===== config.mk =====
export PLATFORM = sky130hd
export DESIGN_NAME = mcds_dp
export DESIGN_NICKNAME = d
export VERILOG_FILES = /design/src/hdl/mcds_pkg.sv /design/src/hdl/mcds_dp.sv
export SDC_FILE = /design/constraint.sdc
export NUM_CORES = 1
export LEC_CHECK = 0
export BUFFER_PORTS_ARGS = -buffer_cell sky130_fd_sc_hd__clkbuf_2
export CORE_ASPECT_RATIO = 0.9
export CORE_MARGIN = 5
export CORE_UTILIZATION = 30
export CTS_BUF_LIST = sky130_fd_sc_hd__clkbuf_4 sky130_fd_sc_hd__clkbuf_8
export CTS_CLUSTER_DIAMETER = 40
export DETAILED_ROUTE_END_ITERATION = 10
export PLACE_DENSITY = 0.46
export SETUP_SLACK_MARGIN = 0.15
export SLEW_MARGIN = 20
export SYNTH_ARGS = -nofsm -noshare
export SYNTH_HDL_FRONTEND = slang
export SYNTH_SLANG_ARGS = --single-unit

===== constraint.sdc =====
create_clock -name i_clk -period 21.1 [get_ports i_clk]
set_input_delay 4.22 -clock i_clk [delete_from_list [all_inputs] [get_ports i_clk]]
set_output_delay 4.22 -clock i_clk [all_outputs]
set_load 0.05 [all_outputs]

===== src/hdl/mcds_pkg.sv =====
// ----------------------------------------------------------------------------
// mcds_pkg
// Shared types, constants and graph functions for the minimal connected
// dominating set checker on the trapezohedron graph.
// ----------------------------------------------------------------------------
package mcds_pkg;

    // graph size limits
    localparam int MIN_RIM  = 3;
    localparam int MAX_RIM  = 14;
    localparam int NUM_VERT = 2 * MAX_RIM + 2;
    localparam int VIDX_W   = $clog2(NUM_VERT);

    // field widths
    localparam int RIM_W   = 4;
    localparam int SIZE_W  = 5;
    localparam int EDGE_W  = 6;
    localparam int TWICE_W = EDGE_W + 1;

    typedef logic [NUM_VERT-1:0] t_vmask;
    typedef logic [VIDX_W-1:0]   t_vidx;
    typedef logic [RIM_W-1:0]    t_rim;
    typedef logic [SIZE_W-1:0]   t_size;
    typedef logic [EDGE_W-1:0]   t_edges;
    typedef logic [TWICE_W-1:0]  t_twice;

    // fixed vertex numbers
    localparam t_vidx V_NORTH     = t_vidx'(0);
    localparam t_vidx V_SOUTH     = t_vidx'(1);
    localparam t_vidx V_FIRST_RIM = t_vidx'(2);

    typedef enum logic [1:0] {
        S_IDLE,
        S_SWEEP,
        S_FINISH
    } t_state;

    // controller to datapath
    typedef struct packed {
        logic load;
        logic step;
        logic finish;
    } t_dp_cmd;

    // datapath to controller
    typedef struct packed {
        logic last;
    } t_dp_status;

    // saturate the rim count into its legal range
    function automatic t_rim f_clamp_rim(input t_rim r);
        t_rim c;
        c = r;
        if (r < t_rim'(MIN_RIM)) c = t_rim'(MIN_RIM);
        if (r > t_rim'(MAX_RIM)) c = t_rim'(MAX_RIM);
        return c;
    endfunction

    // number of vertices, 2n+2
    function automatic t_vidx f_order(input t_rim n);
        return t_vidx'({n, 1'b0}) + t_vidx'(2);
    endfunction

    // mask of vertices below the vertex count
    function automatic t_vmask f_valid_mask(input t_rim n);
        t_vmask m;
        t_vidx  ord;
        ord = f_order(n);
        for (int k = 0; k < NUM_VERT; k++) begin
            m[k] = (t_vidx'(k) < ord);
        end
        return m;
    endfunction

    // open neighborhood of one vertex
    function automatic t_vmask f_adj(input t_vidx v, input t_rim n);
        t_vmask m;
        t_vidx  ord;
        t_vidx  last_b;
        m      = '0;
        ord    = f_order(n);
        last_b = ord - t_vidx'(1);
        if (v < ord) begin
            if (v == V_NORTH) begin
                for (int k = 0; k < MAX_RIM; k++) begin
                    if (k < int'(n)) m[2 + 2 * k] = 1'b1;
                end
            end else if (v == V_SOUTH) begin
                for (int k = 0; k < MAX_RIM; k++) begin
                    if (k < int'(n)) m[3 + 2 * k] = 1'b1;
                end
            end else if (!v[0]) begin
                // a(i): north pole, b(i), b(i-1) wrapping to the last b
                m[V_NORTH]          = 1'b1;
                m[v + t_vidx'(1)]   = 1'b1;
                if (v == V_FIRST_RIM) begin
                    m[last_b] = 1'b1;
                end else begin
                    m[v - t_vidx'(1)] = 1'b1;
                end
            end else begin
                // b(i): south pole, a(i), a(i+1) wrapping to the first a
                m[V_SOUTH]          = 1'b1;
                m[v - t_vidx'(1)]   = 1'b1;
                if (v == last_b) begin
                    m[V_FIRST_RIM] = 1'b1;
                end else begin
                    m[v + t_vidx'(1)] = 1'b1;
                end
            end
        end
        return m;
    endfunction

    // union of the neighborhoods of a vertex set
    function automatic t_vmask f_nbr(input t_vmask s, input t_rim n);
        t_vmask m;
        m = '0;
        for (int u = 0; u < NUM_VERT; u++) begin
            if (s[u]) m = m | f_adj(t_vidx'(u), n);
        end
        return m;
    endfunction

    // population count of a vertex mask
    function automatic t_size f_popcount(input t_vmask s);
        t_size c;
        c = '0;
        for (int k = 0; k < NUM_VERT; k++) begin
            c = c + t_size'(s[k]);
        end
        return c;
    endfunction

endpackage


===== src/hdl/mcds_dp.sv =====
// ----------------------------------------------------------------------------
// mcds_dp
// Datapath: holds the subset, sweeps one vertex per cycle for domination,
// private neighbors and edge count, grows the connected closure one hop per
// cycle, and holds the result register and the rim count register.
// ----------------------------------------------------------------------------
module mcds_dp import mcds_pkg::*; (
    input  logic       i_clk,
    input  logic       i_rst_n,
    input  logic       i_cfg_we,
    input  t_rim       i_cfg_rim,
    input  t_vmask     i_subset,
    input  t_dp_cmd    i_cmd,
    output t_dp_status o_status,
    output logic       o_accepted,
    output logic       o_out_of_range,
    output t_size      o_set_size,
    output t_edges     o_induced_edges
);

    t_rim   r_rim;
    t_rim   rim_n;
    t_vidx  order;
    t_vmask valid_mask;

    t_vmask r_subset;
    t_vidx  r_vtx;
    logic   r_dom;
    t_vmask r_priv;
    t_vmask r_seen;
    t_twice r_twice;
    t_size  r_size;
    logic   r_oor;

    logic   r_accepted;
    logic   r_res_oor;
    t_size  r_res_size;
    t_edges r_res_edges;

    t_vmask adj_v;
    t_vmask hit;
    logic   hit_single;
    t_size  deg_in;

    assign rim_n      = f_clamp_rim(r_rim);
    assign order      = f_order(rim_n);
    assign valid_mask = f_valid_mask(rim_n);

    // rim count register
    always_ff @(posedge i_clk) begin
        if (!i_rst_n) begin
            r_rim <= t_rim'(MIN_RIM);
        end else if (i_cfg_we) begin
            r_rim <= i_cfg_rim;
        end
    end

    // closed neighborhood of the current vertex within the subset
    always_comb begin
        adj_v      = f_adj(r_vtx, rim_n);
        hit        = (adj_v | (t_vmask'(1) << r_vtx)) & r_subset;
        hit_single = (hit != '0) && ((hit & (hit - t_vmask'(1))) == '0);
        deg_in     = f_popcount(adj_v & r_subset);
    end

    assign o_status.last = (r_vtx == order - t_vidx'(1));

    // sweep counter
    always_ff @(posedge i_clk) begin
        if (!i_rst_n) begin
            r_vtx <= '0;
        end else if (i_cmd.load) begin
            r_vtx <= '0;
        end else if (i_cmd.step) begin
            r_vtx <= r_vtx + t_vidx'(1);
        end
    end

    // per-item working registers
    always_ff @(posedge i_clk) begin
        if (i_cmd.load) begin
            r_subset <= i_subset;
            r_dom    <= 1'b1;
            r_priv   <= '0;
            r_seen   <= i_subset & (~i_subset + t_vmask'(1));
            r_twice  <= '0;
            r_size   <= f_popcount(i_subset);
            r_oor    <= (i_subset & ~valid_mask) != '0;
        end else if (i_cmd.step) begin
            if (hit == '0) r_dom <= 1'b0;
            if (hit_single) r_priv <= r_priv | hit;
            if (r_subset[r_vtx]) r_twice <= r_twice + t_twice'(deg_in);
            // one hop of the connected closure
            r_seen <= r_seen | (f_nbr(r_seen, rim_n) & r_subset);
        end
    end

    // result register
    always_ff @(posedge i_clk) begin
        if (i_cmd.finish) begin
            r_accepted  <= !r_oor && r_dom && (r_priv == r_subset) &&
                           (r_seen == r_subset);
            r_res_oor   <= r_oor;
            r_res_size  <= r_size;
            r_res_edges <= r_twice[TWICE_W-1:1];
        end
    end

    assign o_accepted      = r_accepted;
    assign o_out_of_range  = r_res_oor;
    assign o_set_size      = r_res_size;
    assign o_induced_edges = r_res_edges;

`ifndef SYNTHESIS
    a_oor_rejects: assert property (@(posedge i_clk) disable iff (!i_rst_n)
        (i_cmd.finish && r_oor) |=> !r_accepted)
        else $error("out of range subset accepted");

    a_vtx_in_range: assert property (@(posedge i_clk) disable iff (!i_rst_n)
        i_cmd.step |-> (r_vtx < order))
        else $error("sweep past vertex count");
`endif

endmodule


==> impl_metrics.toml <==
[floorplan]
coreArea_um2 = 39200
rows = 69
die_area_um2 = 43400
die_x_um = 219
pin_count = 54
die_h_um = 198
start_util_pct = 30.1

[synth]
async_flop_share_pct = 0
synth_area_um2 = 11800
synth_nets = 1490
synth_edf_count = 79
syn-mean-instance-area_um2 = 8.66
ys.flop_type = "edfxtp_1"
yosysSeqAreaShare_pct = 28.1
yosys_warnings = 0
synthCells = 1363
ys_ff_latch = 126
ys_types = 95

[critical_path]
crit_path_end_kind = "flop"
crit_top_cell = "fa_1"
start_kind = "flop"
crit_slowest_cell = "nor4b_1"
worstReg2RegEnd = "r_twice[6]"
path_class = "flop to flop"
rr_worst_depth = 36
r2r_start = "r_rim[2]"
critPathRequiredTime_ns = 21.46
reg2reg_slack_ns = 10.79
max_stage_delay_ns = 0.57
cp.arrival_ns = 10.67
path_max_fanout = 37

[timing]
tightest_slew_ns = 1.15
rsz0062_at_grt = "no"
hold_viol = 0
relSlewSlack_pct = 22.9
clock_skew_ns = 0.0207
holdWs_ns = 0.422
fmax_mhz = 97.0
post-route-min-period_ns = 10.31
setup_viol = 0
drv_slew = 0
period_share_pct = 48.9
setup_tns_ns = 0

[global_routing]
grt.total_usage_pct = 26.0
grt_max_degree = 55
grt.overflow.total = 0
grt_pass1_wl_um = 81700
antenna_found_initial = 0
grt_pass1_vias = 11256

[pwr]
leakage_nw = 4.95
ir_worst_vdd_mv = 0.142
powerDensity_nw_per_um2 = 79.3
power.total_mw = 1.03

[clocking]
clockBufferDepth = 2
clock_latency_ns = 0.51
cts_resized = 0
cts_buffers = 17
cts_root_buffer = "clkbuf_8"
path_clk_slew_ns = 0.08
cts.sinks = 126
ctsHoldBuffers = 0
post_cts_buffers = 0
htreeDepth = 4
tritoncts = "done"

[hold_path]
holdPathStages = 0
min_from = "r_size[3]"
hp-class = "flop to flop"
worstHoldEndpoint = "o_set_size[3]"

[layout]
layout.cells.most_common = "nand2_1"
drive_gt1_share_pct = 12.8
final_cell_mix = "nand2_1 (106), inv_1 (93), nor2_1 (93)"
area_growth_pct = 10.4
utilization_pct = 33.2
final_net_count = 1513
nFillCells = 4217
antenna_cells = 0

[detailed_routing]
first_iter_violations = 1446
vias = 11667
dr.pass1.iters = 6
routed_wl_um = 56800
drc = 0
routed_via_density = 6.04
wl_per_cell_um = 29.4
drtAntennaViolNets = 0

[place]
place_hpwl_um = 44300
io_buffer_count = 53
gp_congestion = 1.01

[run]
maxCapViolCount = 0

[outcome]
status = "finished clean"
cell usage after synthesis (all sizes together) (22+ instances only):
cell type  number  area (um2)
o41ai          28         440
nand2         107         404
o21ai          98         494
clkbuf         46         173
nor2b          24         150
a21oi          87         439
o22ai          22         138
nor2           93         349
nand4          22         138
inv            95         357
ha             41         513
nor3           33         180
and3           29         181
fa             46         921
nand3          76         385
nand2b         45         282
buf            28         193
dfxtp          47         941
edfxtp         79        2370
cell type report:
| cell class | instances | area, um2 | area share [%] |
|---|---|---|---|
| Clock inverter | 14 | 216 | 1.66 |
| Clock buffer | 18 | 241 | 1.85 |
| Tap cell | 532 | 666 | 5.11 |
| Sequential cell | 126 | 3310 | 25.4 |
| Inverter | 97 | 364 | 2.79 |
| Timing Repair Buffer | 78 | 455 | 3.50 |
| Multi-Input combinational cell | 1066 | 7770 | 59.7 |
worst max-delay path by stage:
stage	startpoint	endpoint	slack, ns	cells past startpoint
finish	r_rim[2]	r_twice[6]	10.79	36
global route	r_rim[2]	r_twice[6]	10.20	34
CTS	r_rim[2]	r_twice[6]	10.88	36
detailed placement	r_rim[2]	r_twice[6]	10.91	36
global placement	r_rim[2]	r_twice[6]	11.11	36
floorplan	r_rim[3]	r_twice[6]	11.87	39
stage by stage:
| stage | setup slack (ns) | instance area, um2 | std cells |
|---|---|---|---|
| after floorplan | 11.87 | 11800 | 1363 |
| after global placement | 11.11 | 12600 | 1899 |
| after detailed placement | 10.91 | 12600 | 1899 |
| after CTS | 10.88 | 13000 | 1931 |
| after global routing | 10.20 | 13000 | 1931 |
| final | 10.79 | 13000 | 1931 |
metal layers:
metal / part of all wire [%] / global-route usage [%] / wire [um]
met5: 0 / 0 / 0
met3: 6.4 / 4.60 / 3640
met1: 43 / 35.2 / 24500
met4: 6.3 / 13.3 / 3570
met2: 44 / 40.1 / 25100
logic make-up after synthesis:
kind of cell    share of synthesized area (%)
mux                                      2.55
simple gates                             21.9
xor+xnor                                 2.97
buf+inv                                  6.18
compound gates                           26.0
fa+ha+maj                                12.3
flops                                    28.1
state kept, by name, summed over array words and instances, names as in the netlist:
| signal | flops |
|---|---|
| r_seen | 30 |
| r_oor | 1 |
| o_out_of_range | 1 |
| r_priv | 30 |
| r_rim | 4 |
| r_dom | 1 |
| r_subset | 30 |
| o_set_size | 5 |
| o_accepted | 1 |
| r_twice | 7 |
| r_size | 5 |
| r_vtx | 5 |
| o_induced_edges | 6 |
critical path, delay by kind of cell (launching register included):
family	cells	cell delay (ns)
simple gates	10	2.14
xor+xnor	2	0.26
buf+inv	6	0.92
flops	1	0.42
compound gates	8	1.56
fa+ha+maj	10	4.83
power breakdown:
group          switching, mW  total, mW  internal [mW]  leakage, nW
Combinational          0.267      0.442          0.175         3.55
Clock                  0.108      0.249          0.142        0.219
Sequential            0.0393      0.343          0.303         1.18
Total                  0.414       1.03          0.620         4.95
Power figures use the tool's default switching activity.
