`config.mk`:
```
export PLATFORM = sky130hd
export DESIGN_NAME = mcds_ctrl
export DESIGN_NICKNAME = d
export VERILOG_FILES = /design/src/hdl/mcds_pkg.sv /design/src/hdl/mcds_ctrl.sv
export SDC_FILE = /design/constraint.sdc
export NUM_CORES = 1
export LEC_CHECK = 0
export ABC_AREA = 1
export ABC_CLOCK_PERIOD_IN_PS = 1910
export BUFFER_PORTS_ARGS = -buffer_cell sky130_fd_sc_hd__clkbuf_2
export CORE_AREA = 5 5 42 44
export CTS_BUF_LIST = sky130_fd_sc_hd__clkbuf_2
export DETAILED_ROUTE_END_ITERATION = 10
export DIE_AREA = 0 0 47 49
export GPL_ROUTABILITY_DRIVEN = 0
export GPL_TIMING_DRIVEN = 0
export SLEW_MARGIN = 20
export SYNTH_ARGS = -nofsm -noshare
export SYNTH_HDL_FRONTEND = slang
export SYNTH_SLANG_ARGS = --single-unit
```
`constraint.sdc`:
```
create_clock -name i_clk -period 1.91 [get_ports i_clk]
set_input_delay 0.382 -clock i_clk [delete_from_list [all_inputs] [get_ports i_clk]]
set_output_delay 0.382 -clock i_clk [all_outputs]
set_load 0.02 [all_outputs]
```
`src/hdl/mcds_pkg.sv`:
```
// ----------------------------------------------------------------------------
// mcds_pkg
// Shared types, constants and graph functions for the minimal connected
// dominating set checker on the trapezohedron graph.
// ----------------------------------------------------------------------------
package mcds_pkg;

    // graph size limits
    localparam int MIN_RIM  = 3;
    localparam int MAX_RIM  = 14;
    localparam int NUM_VERT = 2 * MAX_RIM + 2;
    localparam int VIDX_W   = $clog2(NUM_VERT);

    // field widths
    localparam int RIM_W   = 4;
    localparam int SIZE_W  = 5;
    localparam int EDGE_W  = 6;
    localparam int TWICE_W = EDGE_W + 1;

    typedef logic [NUM_VERT-1:0] t_vmask;
    typedef logic [VIDX_W-1:0]   t_vidx;
    typedef logic [RIM_W-1:0]    t_rim;
    typedef logic [SIZE_W-1:0]   t_size;
    typedef logic [EDGE_W-1:0]   t_edges;
    typedef logic [TWICE_W-1:0]  t_twice;

    // fixed vertex numbers
    localparam t_vidx V_NORTH     = t_vidx'(0);
    localparam t_vidx V_SOUTH     = t_vidx'(1);
    localparam t_vidx V_FIRST_RIM = t_vidx'(2);

    typedef enum logic [1:0] {
        S_IDLE,
        S_SWEEP,
        S_FINISH
    } t_state;

    // controller to datapath
    typedef struct packed {
        logic load;
        logic step;
        logic finish;
    } t_dp_cmd;

    // datapath to controller
    typedef struct packed {
        logic last;
    } t_dp_status;

    // saturate the rim count into its legal range
    function automatic t_rim f_clamp_rim(input t_rim r);
        t_rim c;
        c = r;
        if (r < t_rim'(MIN_RIM)) c = t_rim'(MIN_RIM);
        if (r > t_rim'(MAX_RIM)) c = t_rim'(MAX_RIM);
        return c;
    endfunction

    // number of vertices, 2n+2
    function automatic t_vidx f_order(input t_rim n);
        return t_vidx'({n, 1'b0}) + t_vidx'(2);
    endfunction

    // mask of vertices below the vertex count
    function automatic t_vmask f_valid_mask(input t_rim n);
        t_vmask m;
        t_vidx  ord;
        ord = f_order(n);
        for (int k = 0; k < NUM_VERT; k++) begin
            m[k] = (t_vidx'(k) < ord);
        end
        return m;
    endfunction

    // open neighborhood of one vertex
    function automatic t_vmask f_adj(input t_vidx v, input t_rim n);
        t_vmask m;
        t_vidx  ord;
        t_vidx  last_b;
        m      = '0;
        ord    = f_order(n);
        last_b = ord - t_vidx'(1);
        if (v < ord) begin
            if (v == V_NORTH) begin
                for (int k = 0; k < MAX_RIM; k++) begin
                    if (k < int'(n)) m[2 + 2 * k] = 1'b1;
                end
            end else if (v == V_SOUTH) begin
                for (int k = 0; k < MAX_RIM; k++) begin
                    if (k < int'(n)) m[3 + 2 * k] = 1'b1;
                end
            end else if (!v[0]) begin
                // a(i): north pole, b(i), b(i-1) wrapping to the last b
                m[V_NORTH]          = 1'b1;
                m[v + t_vidx'(1)]   = 1'b1;
                if (v == V_FIRST_RIM) begin
                    m[last_b] = 1'b1;
                end else begin
                    m[v - t_vidx'(1)] = 1'b1;
                end
            end else begin
                // b(i): south pole, a(i), a(i+1) wrapping to the first a
                m[V_SOUTH]          = 1'b1;
                m[v - t_vidx'(1)]   = 1'b1;
                if (v == last_b) begin
                    m[V_FIRST_RIM] = 1'b1;
                end else begin
                    m[v + t_vidx'(1)] = 1'b1;
                end
            end
        end
        return m;
    endfunction

    // union of the neighborhoods of a vertex set
    function automatic t_vmask f_nbr(input t_vmask s, input t_rim n);
        t_vmask m;
        m = '0;
        for (int u = 0; u < NUM_VERT; u++) begin
            if (s[u]) m = m | f_adj(t_vidx'(u), n);
        end
        return m;
    endfunction

    // population count of a vertex mask
    function automatic t_size f_popcount(input t_vmask s);
        t_size c;
        c = '0;
        for (int k = 0; k < NUM_VERT; k++) begin
            c = c + t_size'(s[k]);
        end
        return c;
    endfunction

endpackage

```
`src/hdl/mcds_ctrl.sv`:
```
// ----------------------------------------------------------------------------
// mcds_ctrl
// Controller: sequences load, vertex sweep and result hand-off, and owns
// the valid flag of the result register.
// ----------------------------------------------------------------------------
module mcds_ctrl import mcds_pkg::*; (
    input  logic       i_clk,
    input  logic       i_rst_n,
    input  logic       i_in_valid,
    output logic       o_in_ready,
    output logic       o_out_valid,
    input  logic       i_out_ready,
    output t_dp_cmd    o_cmd,
    input  t_dp_status i_status
);

    t_state r_state;
    t_state n_state;
    logic   r_out_valid;
    logic   n_out_valid;
    logic   out_free;

    assign out_free = !r_out_valid || i_out_ready;

    // next state
    always_comb begin
        n_state = r_state;
        unique case (r_state)
            S_IDLE: begin
                if (i_in_valid) n_state = S_SWEEP;
            end
            S_SWEEP: begin
                if (i_status.last) n_state = S_FINISH;
            end
            S_FINISH: begin
                if (out_free) n_state = S_IDLE;
            end
            default: n_state = S_IDLE;
        endcase
    end

    // outputs
    always_comb begin
        o_in_ready   = 1'b0;
        o_cmd        = '0;
        unique case (r_state)
            S_IDLE: begin
                o_in_ready = 1'b1;
                o_cmd.load = i_in_valid;
            end
            S_SWEEP: begin
                o_cmd.step = 1'b1;
            end
            S_FINISH: begin
                o_cmd.finish = out_free;
            end
            default: begin
                o_in_ready = 1'b0;
            end
        endcase
    end

    // result valid flag
    always_comb begin
        n_out_valid = r_out_valid;
        if (o_cmd.finish) begin
            n_out_valid = 1'b1;
        end else if (i_out_ready) begin
            n_out_valid = 1'b0;
        end
    end

    always_ff @(posedge i_clk) begin
        if (!i_rst_n) begin
            r_state     <= S_IDLE;
            r_out_valid <= 1'b0;
        end else begin
            r_state     <= n_state;
            r_out_valid <= n_out_valid;
        end
    end

    assign o_out_valid = r_out_valid;

`ifndef SYNTHESIS
    a_load_finish_excl: assert property (@(posedge i_clk) disable iff (!i_rst_n)
        !(o_cmd.load && o_cmd.finish))
        else $error("load and finish in the same cycle");

    a_finish_sets_valid: assert property (@(posedge i_clk) disable iff (!i_rst_n)
        o_cmd.finish |=> r_out_valid)
        else $error("finished result not presented");

    a_sweep_ends: assert property (@(posedge i_clk) disable iff (!i_rst_n)
        (r_state == S_SWEEP && i_status.last) |=> (r_state == S_FINISH))
        else $error("sweep did not end on last vertex");
`endif

endmodule

```
==> results.yml, run 1 <==
status:
  outcome: "completed"
worst_setup_path:
  setup.worst_path.start_class: "flop"
  crit_chain: "inv_1 -> nor3_1 -> buf_4 -> clkbuf_2"
  worstSetupPathType: "flop to primary output"
  slowest_delay_ns: 0.35
  endpoint_kind: "primary output"
  cp-startpoint: "r_state[1]"
  cp.required_ns: 1.53
  r2r_end: "r_state[1]"
  reg2reg_depth: 4
  endpoint: "o_cmd[0]"
  r2r_start: "r_state[1]"
  worstPathArrival_ns: 1.11
  cpMaxStageDelayCell: "dfxtp_1"
  cp_max_fo: 3
  r2r_slack_ns: 1.14
place:
  port_buffers: 9
  hpwl_um: 293.2
run:
  maxCapViolCount: 0
clock_network:
  htreeDepth: 1
  clock_path_buffers: 2
  hold_buffers: 0
  cts_buffers: 3
  cts.sinks: 3
  ctsRootBufferMaster: "clkbuf_2"
  tritoncts: "yes"
  cts_resized: 0
  cts_setup_buffers: 0
  clkSlewWorstSetupHoldPaths_ns: 0.04
  clkLatencyLatePin_ns: 0.20
floorplanning:
  die_w_um: 47
  core.rowCount: 14
  initial_core_util_pct: 10.89
  die-area_um2: 2303
  core_um2: 1401
  die_h_um: 49
  pin_count: 10
drt:
  dr_total_vias: 162
  antenna_violating_nets_post_route: 0
  wl_per_cell_um: 7.000
  drtPass1Iterations: 1
  drt-initial-drc-count: 0
  vias_per_cell: 3.176
  routed_wl_um: 357
  drc: 0
layout:
  num_antenna_cells: 0
  drive_gt1_share_pct: 51.43
  area_growth_pct: 55.74
  nets: 41
timing:
  rsz0062_at_grt: "no"
  relSlewSlack_pct: 87.68
  final.period_utilization_pct: 77.90
  setup_viol: 0
  fmax_mhz: 672.1
  hold_violations: 0
  setup_tns_ns: 0
  fin_skew_ns: 0.001502
  fin_crit_ns: 1.488
  maxSlewViolCount: 0
  tightest_slew_ns: 0.1842
power_and_ir_drop:
  power.density_nw_per_um2: 800.1
  max-vdd-ir-drop_mv: 0.1218
  power_uw: 190.2
  leakagePower_uw: 0.0001274
global_routing:
  overflow: 0
  grt_pass1_vias: 167
  grt_pass1_wl_um: 552
  track_usage_pct: 4.079
  grt_antenna_before_repair: 0
  grt_max_degree: 6
min_path:
  worstHoldPathType: "primary input to flop"
yosys:
  synthDistinctLibCells: 12
  syn_area_um2: 152.6
  synthesis.instances: 22
  synth_seq_cells: 3
  synth_seq_area_share_pct: 39.34
  yosysWarnings: 0
  synth_nets: 27
  syn_area_per_cell_um2: 6.938
==> sequential cells by signal (all words and copies together), names as in the netlist <==
name / flops
r_state: 2
o_out_valid: 1
==> routing by layer <==
layer,vias up,track usage [%],routed length [um]
met4,0,6.912,0
met1,69,1.969,88
met2,4,5.430,221
met5,-,0,0
met3,0,3.690,48
li1,89,-,-
==> stage by stage <==
stage / utilization (%) / worst slack [ns] / instance area [um2] / hold slack (ns) / std cells
floorplan: - / 0.5536 / 152.6 / 0.4995 / 22
global placement: 15.54 / 0.5642 / 217.7 / 0.5429 / 47
detailed placement: 15.54 / 0.5517 / 217.7 / 0.5412 / 47
CTS: 16.96 / 0.3956 / 237.7 / 0.3832 / 51
global route: 16.96 / 0.3233 / 237.7 / 0.3991 / 51
finish: 16.96 / 0.4220 / 237.7 / 0.3987 / 51
==> worst max-delay path: cells and delay by family (launching register included) <==
kind                   cells  cell delay, ns
buffers and inverters      3            0.36
DFF                        1            0.35
and+or+nand+nor            1            0.18
==> where the power goes <==
part	internal (uW)	switching (uW)	total [uW]
Combinational	12.6	19.9	32.5
Sequential	65.8	3.20	69.0
Clock	55.2	33.4	88.7
==> cell families after synthesis <==
kind of cell	Yosys count	share of synthesized area, %
and+or+nand+nor	9	27.04
buffers and inverters	7	19.67
DFF	3	39.35
AOI/OAI and AO/OA	3	13.93
==> cell type report <==
cell class | instances | area, um2
well taps | 16 | 20.02
flip-flops and latches | 3 | 60.06
multi-input cells | 12 | 62.56
fillers | 177 | 1164
inverters | 6 | 22.52
repair buffers | 9 | 45.04
clock buffers | 4 | 20.02
plain buffers | 1 | 7.507
==> how the worst min path moves through the flow <==
stage	cells past startpoint	slack, ns	to	start
5_1_grt	2	0.40	o_out_valid	i_rst_n
3_5_place_dp	2	0.54	r_state[1]	r_state[0]
6_report	2	0.40	o_out_valid	i_rst_n
2_1_floorplan	1	0.50	o_out_valid	i_rst_n
3_3_place_gp	2	0.54	r_state[1]	r_state[0]
4_1_cts	2	0.38	o_out_valid	i_rst_n
==> layout by cell type, fill, tap and decap left out <==
cell type	count
nand3_1	1
a21oi_2	1
clkbuf_2	13
a21oi_1	1
dfxtp_1	3
nand2_1	3
nor2_2	2
o21a_1	1
nor3_1	1
inv_2	1
nor2_1	2
inv_1	5
buf_4	1
==> Yosys cell counts <==
cell type / n / share of area, %
buf_4: 1 / 4.9
nand2_1: 3 / 7.4
inv_2: 1 / 2.5
nor3_1: 1 / 3.3
nor2_1: 2 / 4.9
nand3_1: 1 / 3.3
nor2_2: 2 / 8.2
dfxtp_1: 3 / 39
inv_1: 5 / 12
a21oi_2: 1 / 5.7
a21oi_1: 1 / 3.3
o21a_1: 1 / 4.9
No activity file was read; power rests on OpenSTA's default activity.
==> inputs of run 2 (changes only) <==
- ABC_AREA: 1 -> 0
- ABC_CLOCK_PERIOD_IN_PS: 1910 -> 1370
- clock period: 1.91 -> 1.37 ns (I/O delays scaled with it)
==> results.yml, run 2 <==
clock_network:
  ctsRootBufferMaster: "clkbuf_2"
  clkSlewWorstSetupHoldPaths_ns: 0.04
  tritoncts: "yes"
  cts_buffers: 3
  cts.sinks: 3
  clock_path_buffers: 2
  clkLatencyLatePin_ns: 0.20
  htreeDepth: 1
drt:
  drt-initial-drc-count: 3
  drtPass1Iterations: 2
  antenna_violating_nets_post_route: 0
  vias_per_cell: 3.438
  routed_wl_um: 388
  dr_total_vias: 165
  drc: 0
  wl_per_cell_um: 8.083
worst_setup_path:
  slowest_delay_ns: 0.37
  cp.required_ns: 1.10
  cpMaxStageDelayCell: "dfxtp_2"
  endpoint_kind: "primary output"
  crit_chain: "nand2b_4 -> nor2b_4 -> buf_4 -> buf_4"
  cp_max_fo: 7
  setup.worst_path.start_class: "flop"
  worstSetupPathType: "flop to primary output"
  critPathTopFamily: "flip-flops"
  cp.buffers_inverters: 2
  worstPathArrival_ns: 1.02
  cp_common_cell: "buf_4"
power_and_ir_drop:
  p_int_uw: 195.1
  power.density_nw_per_um2: 973.0
  seq_power_share_pct: 36.3
  max-vdd-ir-drop_mv: 0.2027
  power_uw: 270.3
  leakagePower_uw: 0.0001333
  p_sw_share_pct: 27.82
  power_switching_uw: 75.20
  clockPowerShare_pct: 45.4
  combPwrFrac_pct: 18.3
floorplanning:
  die_w_um: 47
  pin_count: 10
  initial_core_util_pct: 11.70
  die-area_um2: 2303
  core_um2: 1401
  die_h_um: 49
  core.rowCount: 14
status:
  outcome: "completed"
layout:
  seq_area_um2: 63.81
  num_antenna_cells: 0
  regMostFlops: "r_state"
  nets: 38
  area_growth_pct: 69.47
  final_common_cell: "clkbuf_2"
  largest_register_ff_count: 2
  drive_gt1_share_pct: 65.63
  fin_cells: 48
  multi_input_area_um2: 111.4
  most-common-layout-cells: "clkbuf_2 (12), nand2b_1 (4), buf_4 (3), dfxtp_2 (3)"
  fin_area_um2: 277.8
  fillers: 173
yosys:
  syn_area_um2: 163.9
  yosysWarnings: 0
  synthFlopType: "dfxtp_1"
  synth_top_area_share_pct: 36.64
  synth_seq_area_share_pct: 36.64
  synth.most_common_cell: "nand2b_1"
  yosys-top-cells-count: "nand2b_1 (5), dfxtp_1 (3), nor2b_1 (2)"
  ys_async_sr_fraction_pct: 0
  synth_edf_count: 0
  syn_area_per_cell_um2: 9.106
  synth_seq_cells: 3
  synth_nets: 23
  synth_area_leaders: "dfxtp_1 (37%), nand2b_1 (19%), nor2b_1 (7.6%)"
  synthesis.instances: 18
  yosys.area.top_type: "dfxtp_1"
  synthDistinctLibCells: 11
timing:
  setup_viol: 0
  maxSlewViolCount: 0
  fmax_mhz: 773.0
  hold_violations: 0
  fin_crit_ns: 1.294
  fin_skew_ns: 0.001720
  final.period_utilization_pct: 94.42
  setup_tns_ns: 0
  rsz0062_at_grt: "no"
  relSlewSlack_pct: 91.32
  tightest_slew_ns: 0.1303
global_routing:
  grt_max_degree: 8
  grt_antenna_before_repair: 0
  grt_pass1_wl_um: 655
  overflow: 0
  track_usage_pct: 4.856
  grt_pass1_vias: 173
run:
  maxCapViolCount: 0
place:
  port_buffers: 9
  dpl_cell_area_um2: 229.0
  hpwl_um: 303.7
  dp.cells: 43
min_path:
  worstHoldPathType: "primary input to flop"
==> run 2: cell types whose count changed after synthesis, sizes merged, moves of 2 or more <==
| cell | change |
|---|---|
| a21boi | +2 |
| nand2 | -3 |
| nor2 | -3 |
| nor2b | +2 |
| nand2b | +5 |
| inv | -6 |
==> run 2: per-layer routing <==
layer | track usage, % | share of wire (%) | wire length [um] | up-vias
met5 | 0 | 0 | 0 | -
met4 | 6.912 | 0 | 0 | 0
met3 | 4.428 | 14 | 53 | 0
met2 | 5.656 | 49 | 189 | 6
met1 | 3.728 | 37 | 145 | 70
li1 | - | - | - | 89
==> run 2: worst register-to-register path, stage by stage (launching register included) <==
cell and delay, ns:
dfxtp_2 0.35, nand3b_1 0.16, a21boi_1 0.14
==> run 2: final cells by class <==
type                       instances  area share (%)
buffer                             1           2.703
clock buffer                       4           7.207
multi-input combinational         14           40.09
sequential                         3           22.97
tap                               16           7.207
timing repair buffer              10           19.82
==> run 2: kinds of logic after synthesis <==
logic type / Yosys count / synth area share [%]
simple gates: 11 / 44.28
flops: 3 / 36.64
compound gates: 3 / 14.50
buf+inv: 1 / 4.582
==> run 2: repair_timing <==
item,CTS,global route
hold buffers,0,0
resized for setup,3,5
setup buffers,0,1
pin swaps,0,0
endpoints found under the setup margin,1,1
==> run 2: worst paths after layout <==
path | from | endpoint | slack, ns | depth (start not counted)
worst max-delay path | r_state[0] | o_cmd[0] | 0.08 | 4
worst min-delay path | i_rst_n | r_state[0] | 0.32 | 3
worst max register to register | r_state[1] | r_state[1] | 0.65 | 2
worst min register to register | o_out_valid | r_state[1] | 0.50 | 2
==> run 2: through the flow <==
stage	worst slack, ns	utilization, %	hold WS (ns)
floorplan	0.1512	-	0.4035
global placement	0.1887	16.34	0.5028
detailed placement	0.1826	16.34	0.5080
CTS	0.02132	18.48	0.3111
global route	0.006452	19.82	0.3188
finish	0.07641	19.82	0.3210
==> run 2: power groups by stage <==
| stage | Combinational [uW] | Sequential, uW | Clock (uW) |
|---|---|---|---|
| global route | 55.2 | 99.2 | 143 |
| global placement | 45.3 | 98.0 | 0 |
| finish | 49.4 | 98.1 | 123 |
| floorplan | 28.3 | 97.7 | 0 |
| detailed placement | 45.9 | 98.3 | 0 |
| CTS | 47.8 | 98.0 | 130 |
==> inputs of run 3 (changes only) <==
- ABC_CLOCK_PERIOD_IN_PS: 1370 -> 1100
- clock period: 1.37 -> 1.1 ns (I/O delays scaled with it)
==> results.yml, run 3 (same netlist as run 2, synthesis figures left out) <==
status:
  outcome: "finished, violations left"
  violations: "setup timing"
worst_setup_path:
  endpoint_kind: "primary output"
  cp.required_ns: 0.88
  cp.buffers_inverters: 1
  reg2reg_depth: 3
  slowest_delay_ns: 0.35
  cp.depth: 3
  setup.worst_path.start_class: "flop"
  cp-startpoint: "r_state[0]"
  critPathTopFamily: "flip-flops"
  endpoint: "o_cmd[0]"
  worstPathArrival_ns: 0.93
  worstSetupPathType: "flop to primary output"
  r2r_slack_ns: 0.28
  cp_max_fo: 4
  cpMaxStageDelayCell: "dfxtp_4"
  crit_chain: "nand2b_4 -> nor2b_4 -> buf_8"
  r2r_start: "r_state[0]"
  r2r_end: "o_out_valid"
floorplanning:
  core.rowCount: 14
  die_w_um: 47
  die-area_um2: 2303
  pin_count: 10
  die_h_um: 49
  core_um2: 1401
  initial_core_util_pct: 11.70
timing:
  tightest_slew_ns: 0.1223
  setup_ws_ns: -0.05301
  fin_skew_ns: 0.001629
  maxSlewViolCount: 0
  fin_crit_ns: 1.153
  setup_viol: 3
  rsz0062_at_grt: "yes"
  fmax_mhz: 867.3
  relSlewSlack_pct: 91.85
  final.period_utilization_pct: 104.8
  timing.hold.ws_ns: 0.2575
  hold_violations: 0
drt:
  routed_wl_um: 413
  drt-initial-drc-count: 0
  drc: 0
  drtPass1Iterations: 1
  antenna_violating_nets_post_route: 0
  wl_per_cell_um: 8.604
  vias_per_cell: 3.458
  dr_total_vias: 166
layout:
  fin_area_um2: 327.8
  area_growth_pct: 100.0
  nets: 38
  final_common_cell: "clkbuf_2"
  most-common-layout-cells: "clkbuf_2 (9), nand2b_1 (4)"
  drive_gt1_share_pct: 75.00
  multi_input_area_um2: 128.9
  seq_area_um2: 68.82
  num_antenna_cells: 0
  regMostFlops: "r_state"
  fillers: 161
  largest_register_ff_count: 2
global_routing:
  grt.busiest_layer: "met2"
  track_usage_pct: 4.219
  grt_max_degree: 7
  overflow: 0
  gr-usage-met2_pct: 5.882
  grt_pass1_vias: 173
  grt_antenna_before_repair: 0
  grt_use_met3_pct: 3.321
  grt_pass1_wl_um: 627
  use_met1_pct: 3.501
power_and_ir_drop:
  leakagePower_uw: 0.0001459
  max-vdd-ir-drop_mv: 0.2156
  power.density_nw_per_um2: 1101
  power_uw: 360.9
min_path:
  worstHoldPathType: "primary input to flop"
run:
  maxCapViolCount: 0
place:
  dpl_cell_area_um2: 231.5
  post-place-ws_ns: -0.01284
  port_buffers: 9
clock_network:
  ctsRootBufferMaster: "clkbuf_2"
  cts_buffers: 3
  htreeDepth: 1
  clock_path_buffers: 2
  clkLatencyLatePin_ns: 0.20
  cts.sinks: 3
  tritoncts: "yes"
  clkSlewWorstSetupHoldPaths_ns: 0.04
==> run 3: final cells by class <==
| class | count | share of cell area, % |
|---|---|---|
| clock buffer | 4 | 6.107 |
| multi-input combinational | 14 | 39.31 |
| sequential | 3 | 20.99 |
| tap | 16 | 6.107 |
| timing repair buffer | 11 | 27.48 |
==> run 3: metal layers <==
layer	vias up	part of all wire (%)
met3	0	14
met2	6	58
met1	74	28
li1	86	-
met4	0	0
met5	-	0
==> run 3: worst reg2reg max path: stages (launching register included) <==
cell,delay [ns]
dfxtp_4,0.35
nand2b_4,0.15
buf_4,0.13
a21boi_2,0.11
==> run 3: stage by stage <==
step | instances | utilization (%) | TNS (ns)
2_1_floorplan | 18 | - | 0
3_3_place_gp | 43 | 16.52 | -0.01783
3_5_place_dp | 43 | 16.52 | -0.01284
4_1_cts | 48 | 20.98 | -0.2921
5_1_grt | 48 | 23.39 | -0.2883
6_report | 48 | 23.39 | -0.1065
==> run 3: repair_timing <==
item,CTS,global route
endpoints found under the setup margin,3,4
pin swaps,1,1
hold buffers,0,0
buffers inserted,2,0
gates resized for setup,10,13
==> run 3: worst min path at each step <==
stage | endpoint | depth (start not counted) | start | slack, ns
final | r_state[0] | 3 | i_rst_n | 0.26
after global routing | r_state[0] | 3 | i_rst_n | 0.27
after CTS | r_state[0] | 3 | i_rst_n | 0.25
after detailed placement | r_state[0] | 3 | i_rst_n | 0.48
after global placement | r_state[0] | 3 | i_rst_n | 0.48
after floorplan | r_state[0] | 2 | i_rst_n | 0.35
==> run 3: power breakdown <==
part	switching, uW	total, uW	internal, uW
combinational	35.2	89.4	54.2
clock	54.4	150	95.9
sequential	8.52	121	113
